$ cat config.mk
export PLATFORM = sky130hd
export DESIGN_NAME = rhet_res_table
export DESIGN_NICKNAME = d
export VERILOG_FILES = /design/src/hw/rtl/resource_hazard_edge_tracker_core_defines.svh /design/src/hw/rtl/rhet_pkg.sv /design/src/hw/rtl/rhet_res_table.sv
export SDC_FILE = /design/constraint.sdc
export NUM_CORES = 1
export LEC_CHECK = 0
export ABC_CLOCK_PERIOD_IN_PS = 2500
export BUFFER_PORTS_ARGS = -buffer_cell sky130_fd_sc_hd__buf_2
export CORE_UTILIZATION = 47
export DETAILED_ROUTE_END_ITERATION = 8
export SLEW_MARGIN = 20
export SYNTH_ARGS = -nofsm -noshare
export SYNTH_HDL_FRONTEND = slang
export SYNTH_SLANG_ARGS = --single-unit
export TNS_END_PERCENT = 30
$ cat constraint.sdc
create_clock -name clock -period 2.5 [get_ports clock]
set_input_delay 0.5 -clock clock [delete_from_list [all_inputs] [get_ports clock]]
set_output_delay 0.5 -clock clock [all_outputs]
set_load 0.02 [all_outputs]
$ cat src/hw/rtl/resource_hazard_edge_tracker_core_defines.svh
// assertion macros for the resource hazard edge tracker
// used by resource_hazard_edge_tracker_core; expects clock and reset in scope
`ifndef RESOURCE_HAZARD_EDGE_TRACKER_CORE_DEFINES_SVH
`define RESOURCE_HAZARD_EDGE_TRACKER_CORE_DEFINES_SVH
`ifndef SYNTH
`define RHET_ASSERT_IMPL(lbl, ante, cons) \
   lbl: assert property (@(posedge clock) disable iff (reset) (ante) |-> (cons)) \
      else $error("rhet assertion failed");
`define RHET_ASSERT_NEXT(lbl, ante, cons) \
   lbl: assert property (@(posedge clock) disable iff (reset) (ante) |=> (cons)) \
      else $error("rhet assertion failed");
`else
`define RHET_ASSERT_IMPL(lbl, ante, cons)
`define RHET_ASSERT_NEXT(lbl, ante, cons)
`endif
`endif

$ cat src/hw/rtl/rhet_pkg.sv
// shared constants, codes and types of the resource hazard edge tracker
// no dependencies
package rhet_pkg;

   localparam int NUM_RESOURCES = 64;
   localparam int MAX_READERS   = 16;
   localparam int MAX_JOBS      = 1024;

   localparam int JOB_W    = $clog2(MAX_JOBS);
   localparam int RES_W    = $clog2(NUM_RESOURCES);
   localparam int RIDX_W   = $clog2(MAX_READERS);
   localparam int CNT_W    = $clog2(MAX_READERS + 1);
   localparam int LIST_AW  = RES_W + RIDX_W;
   localparam int ACTION_W = 2;

   localparam logic [ACTION_W-1:0] ACT_READ  = 2'd0;
   localparam logic [ACTION_W-1:0] ACT_WRITE = 2'd1;
   localparam logic [ACTION_W-1:0] ACT_ORDER = 2'd2;
   localparam logic [ACTION_W-1:0] ACT_CLEAR = 2'd3;

   typedef logic [JOB_W-1:0]   job_type;
   typedef logic [RES_W-1:0]   res_type;
   typedef logic [RIDX_W-1:0]  ridx_type;
   typedef logic [CNT_W-1:0]   cnt_type;
   typedef logic [LIST_AW-1:0] list_addr_type;

   localparam cnt_type CNT_FULL = cnt_type'(MAX_READERS);

   // write command into the per-resource table
   typedef struct packed {
      logic    clear;
      logic    lw_we;
      logic    cnt_we;
      res_type addr;
      job_type lw;
      cnt_type cnt;
   } tbl_wr_type;

   // registered read data of the per-resource table
   typedef struct packed {
      logic    wv;
      job_type lw;
      cnt_type cnt;
   } tbl_rd_type;

endpackage

$ cat src/hw/rtl/rhet_res_table.sv
// per-resource table: last writer, reader count and their valid bits
// depends on rhet_pkg
module rhet_res_table (
   input  logic                clock,
   input  logic                reset,
   input  rhet_pkg::res_type   rd_addr,
   input  rhet_pkg::tbl_wr_type wr,
   output rhet_pkg::tbl_rd_type rd
);

   logic [rhet_pkg::NUM_RESOURCES-1:0] wv_ff, wv_in;
   logic [rhet_pkg::NUM_RESOURCES-1:0] cv_ff, cv_in;

   rhet_pkg::job_type lw_mem_ff  [rhet_pkg::NUM_RESOURCES];
   rhet_pkg::cnt_type cnt_mem_ff [rhet_pkg::NUM_RESOURCES];

   rhet_pkg::job_type lw_q_ff;
   rhet_pkg::cnt_type cnt_q_ff;
   logic              wv_q_ff;
   logic              cv_q_ff;

   // valid bits stand in for the reset value of both arrays
   always_comb begin
      wv_in = wv_ff;
      cv_in = cv_ff;
      if (wr.clear) begin
         wv_in = '0;
         cv_in = '0;
      end else begin
         if (wr.lw_we) begin
            wv_in[wr.addr] = 1'b1;
         end
         if (wr.cnt_we) begin
            cv_in[wr.addr] = 1'b1;
         end
      end
   end

   always_ff @(posedge clock) begin
      if (reset) begin
         wv_ff <= '0;
         cv_ff <= '0;
      end else begin
         wv_ff <= wv_in;
         cv_ff <= cv_in;
      end
   end

   always_ff @(posedge clock) begin
      if (wr.lw_we) begin
         lw_mem_ff[wr.addr] <= wr.lw;
      end
      if (wr.cnt_we) begin
         cnt_mem_ff[wr.addr] <= wr.cnt;
      end
      lw_q_ff  <= lw_mem_ff[rd_addr];
      cnt_q_ff <= cnt_mem_ff[rd_addr];
      wv_q_ff  <= wv_ff[rd_addr];
      cv_q_ff  <= cv_ff[rd_addr];
   end

   assign rd.wv  = wv_q_ff;
   assign rd.lw  = lw_q_ff;
   assign rd.cnt = cv_q_ff ? cnt_q_ff : '0;

endmodule

==> results.tsv <==
metric	value	unit
status	complete, no violations	
worst_pin_slew	0.946	ns
crit_type	primary input to register	
min_from	wr[6]	
synth.cell_area	0.0426	mm2
fin_crit_sh	90.0	%
pre_cts_ws	-0.366	ns
postCtsHoldBufs	0	
fin_hold_ws	0.306	ns
crit_path_start_kind	primary input	
final_nets	2557	
ys_seq_area_share	74.6	%
drc	0	
wl	105000	um
hpwl	67500	um
synth-simple-area-share	3.03	%
synth_mux_area_share	15.0	%
ys.flop_type	edfxtp_1	
grt_pass1_vias	22600	
skew	0.0440	ns
slew-limit-headroom	36.8	%
rr_worst_depth	9	
cts_max_level	3	
synth-adder-area-share	0	%
start_util	47.4	%
r2r_start	wv_ff[23]	
insertion_delay	0.68	ns
ir_drop	0.591	mV
drive_gt1_share	30.3	%
min_path_type	primary input to register	
die_area	0.0918	mm2
drv_cap	0	
synth_nets	2200	
clk_pin_slew	0.06	ns
cts_sinks	1105	
finalHoldViolations	0	
cts_tree	yes	
fin_cells	3798	
synth_xor_area_share	0	%
post_cts_resized	0	
antenna_found_initial	2	
grt_overflow	0	
num_io_pins	48	
die_x	303	um
drt_iter0_markers	2361	
drtAntennaViolNets	0	
wl_per_cell	27.6	um
rsz0062_at_grt	false	
clock_path_buffers	3	
cts_buffers	109	
grt_max_degree	93	
ys_ff_latch	1105	
ys_types	45	
ys_warn_count	0	
finalSetupViolations	0	
setup_tns	0	ns
synth_area_per_cell	19.6	um2
drt_first_pass_iters	7	
core	0.0899	mm2
finalPower	38.9	mW
r2r_setup_slack	0.35	ns
reg2reg_to	wv_q_ff	
p_per_area	777	mW/mm2
synth_edf_count	960	
vias	22200	
cp_data_arrival_time	2.81	ns
root_buffer	clkbuf_16	
vias_per_cell	5.85	
min_period	2.25	ns
hold_depth	2	
die_h	303	um
hold_end	lw_mem_ff[42][1]	
synthesis.instances	2168	
nFillCells	6825	
routabilityCongestion	0.805	
synth_compound_area_share	5.36	%
io_buffers	47	
setup_ws	0.249	ns
antenna_cells	0	
p_leak	16.9	nW
areaGrowthSynthToFinish	17.6	%
grt_use_total	23.1	%
maxClockFrequency	0.444	GHz
cp-end-kind	register	
slew_violations	0	
dpl.cell_count	3590	
synth_top_family_by_area	multiplexers	
synthArstFlopShare	0	%
worst-path-max-fanout	15	
required	3.06	ns
cts_setup_buffers	0	
grt_pass1_wl	153000	um
std_cell_rows	110	
[per-stage QoR]
stage               util [%]  area (um2)
floorplan                  -       42600
global placement        51.6       46400
detailed placement      51.6       46400
CTS                     55.7       50100
global route            55.7       50100
finish                  55.7       50100
[placed cells by master, fill, tap and decap left out, types with 3 or more instances in the layout]
master / count
nor2b_1: 24
a22o_1: 4
mux4_2: 211
nor2_1: 160
buf_4: 298
inv_6: 3
mux2_2: 17
edfxtp_1: 960
a311oi_1: 6
clkbuf_1: 29
nand3_1: 21
nand2_1: 27
a221oi_2: 9
a221oi_1: 33
clkbuf_8: 20
a211oi_1: 22
clkinvlp_4: 4
buf_12: 36
bufinv_16: 6
nor4_1: 4
a21oi_1: 15
buf_2: 44
clkinv_1: 10
a22oi_1: 63
nand4_1: 4
mux2i_1: 119
o221ai_1: 9
and2_1: 7
clkbuf_16: 112
dfxtp_1: 145
and3_1: 12
clkinv_16: 3
mux4_1: 8
and4_1: 10
clkinv_2: 20
nand3b_1: 3
o21a_1: 128
[cells in the mapped netlist, types with 21 or more instances]
cell type / n / share of area (%)
nand3_1: 21 / 0.25
clkbuf_1: 47 / 0.41
buf_2: 42 / 0.49
nor2b_1: 25 / 0.37
a221oi_1: 33 / 0.68
a22oi_1: 63 / 1.1
o21a_1: 128 / 2.3
edfxtp_1: 960 / 68
a211oi_1: 22 / 0.39
nor2_1: 161 / 1.4
dfxtp_1: 145 / 6.8
nand2_1: 27 / 0.24
mux2i_1: 119 / 2.8
mux4_2: 211 / 11
[worst max-delay path, stage by stage]
cell      delay [ns]
buf_8           0.20
buf_12          0.21
buf_4           0.22
buf_4           0.24
mux2i_1         0.10
a221oi_1        0.49
o221ai_1        0.40
a211oi_1        0.44
[worst max-delay path by stage]
| stage | start | endpoint | slack, ns | cells after the start |
|---|---|---|---|---|
| finish | rd_addr[0] | lw_q_ff[4] | 0.25 | 8 |
| global route | rd_addr[0] | lw_q_ff[4] | 0.19 | 8 |
| CTS | wv_ff[23] | wv_q_ff | 0.33 | 9 |
| detailed placement | rd_addr[0] | lw_q_ff[4] | -0.37 | 8 |
| global placement | rd_addr[0] | lw_q_ff[0] | -0.35 | 8 |
| floorplan | wr[19] | lw_mem_ff[23][0] | 0.1 | 5 |
[metal layers]
metal	GRT usage, %	share of wire, %
met1	32.3	43
met2	36.9	48
met3	3.60	5.7
met4	8.58	3.6
met5	0	0.0086
[cells by family (layout without fill, tap and decap cells)]
logic type             count (synthesis)  after routing
AO/OA/AOI/OAI                        291            291
flip-flops                          1105           1105
multiplexers                         356            356
AND/OR/NAND/NOR                      280            280
buffers and inverters                136            590
[power breakdown]
group	switching (mW)	leakage, nW	internal [mW]	total [mW]
combinational	1.33	5.27	0.867	2.20
clock	6.94	1.80	9.50	16.4
sequential	0.0637	9.81	20.2	20.2
total	8.34	16.9	30.5	38.9
[flip-flops by register name, indices dropped and copies added, names as in the netlist]
signal / flops
lw_mem_ff: 640
cnt_mem_ff: 320
cv_ff: 64
wv_ff: 64
lw_q_ff: 10
cnt_q_ff: 5
cv_q_ff: 1
wv_q_ff: 1
[cell type report]
class	instances	area [um2]	area share, %
Sequential cell	1105	31700	63.4
Multi-Input combinational cell	927	9950	19.9
Clock inverter	47	497	0.992
Timing Repair Buffer	381	3220	6.43
Clock buffer	161	3190	6.37
Inverter	1	3.75	0.00750
Tap cell	1176	1470	2.94
(Power assumes the default switching activity.)
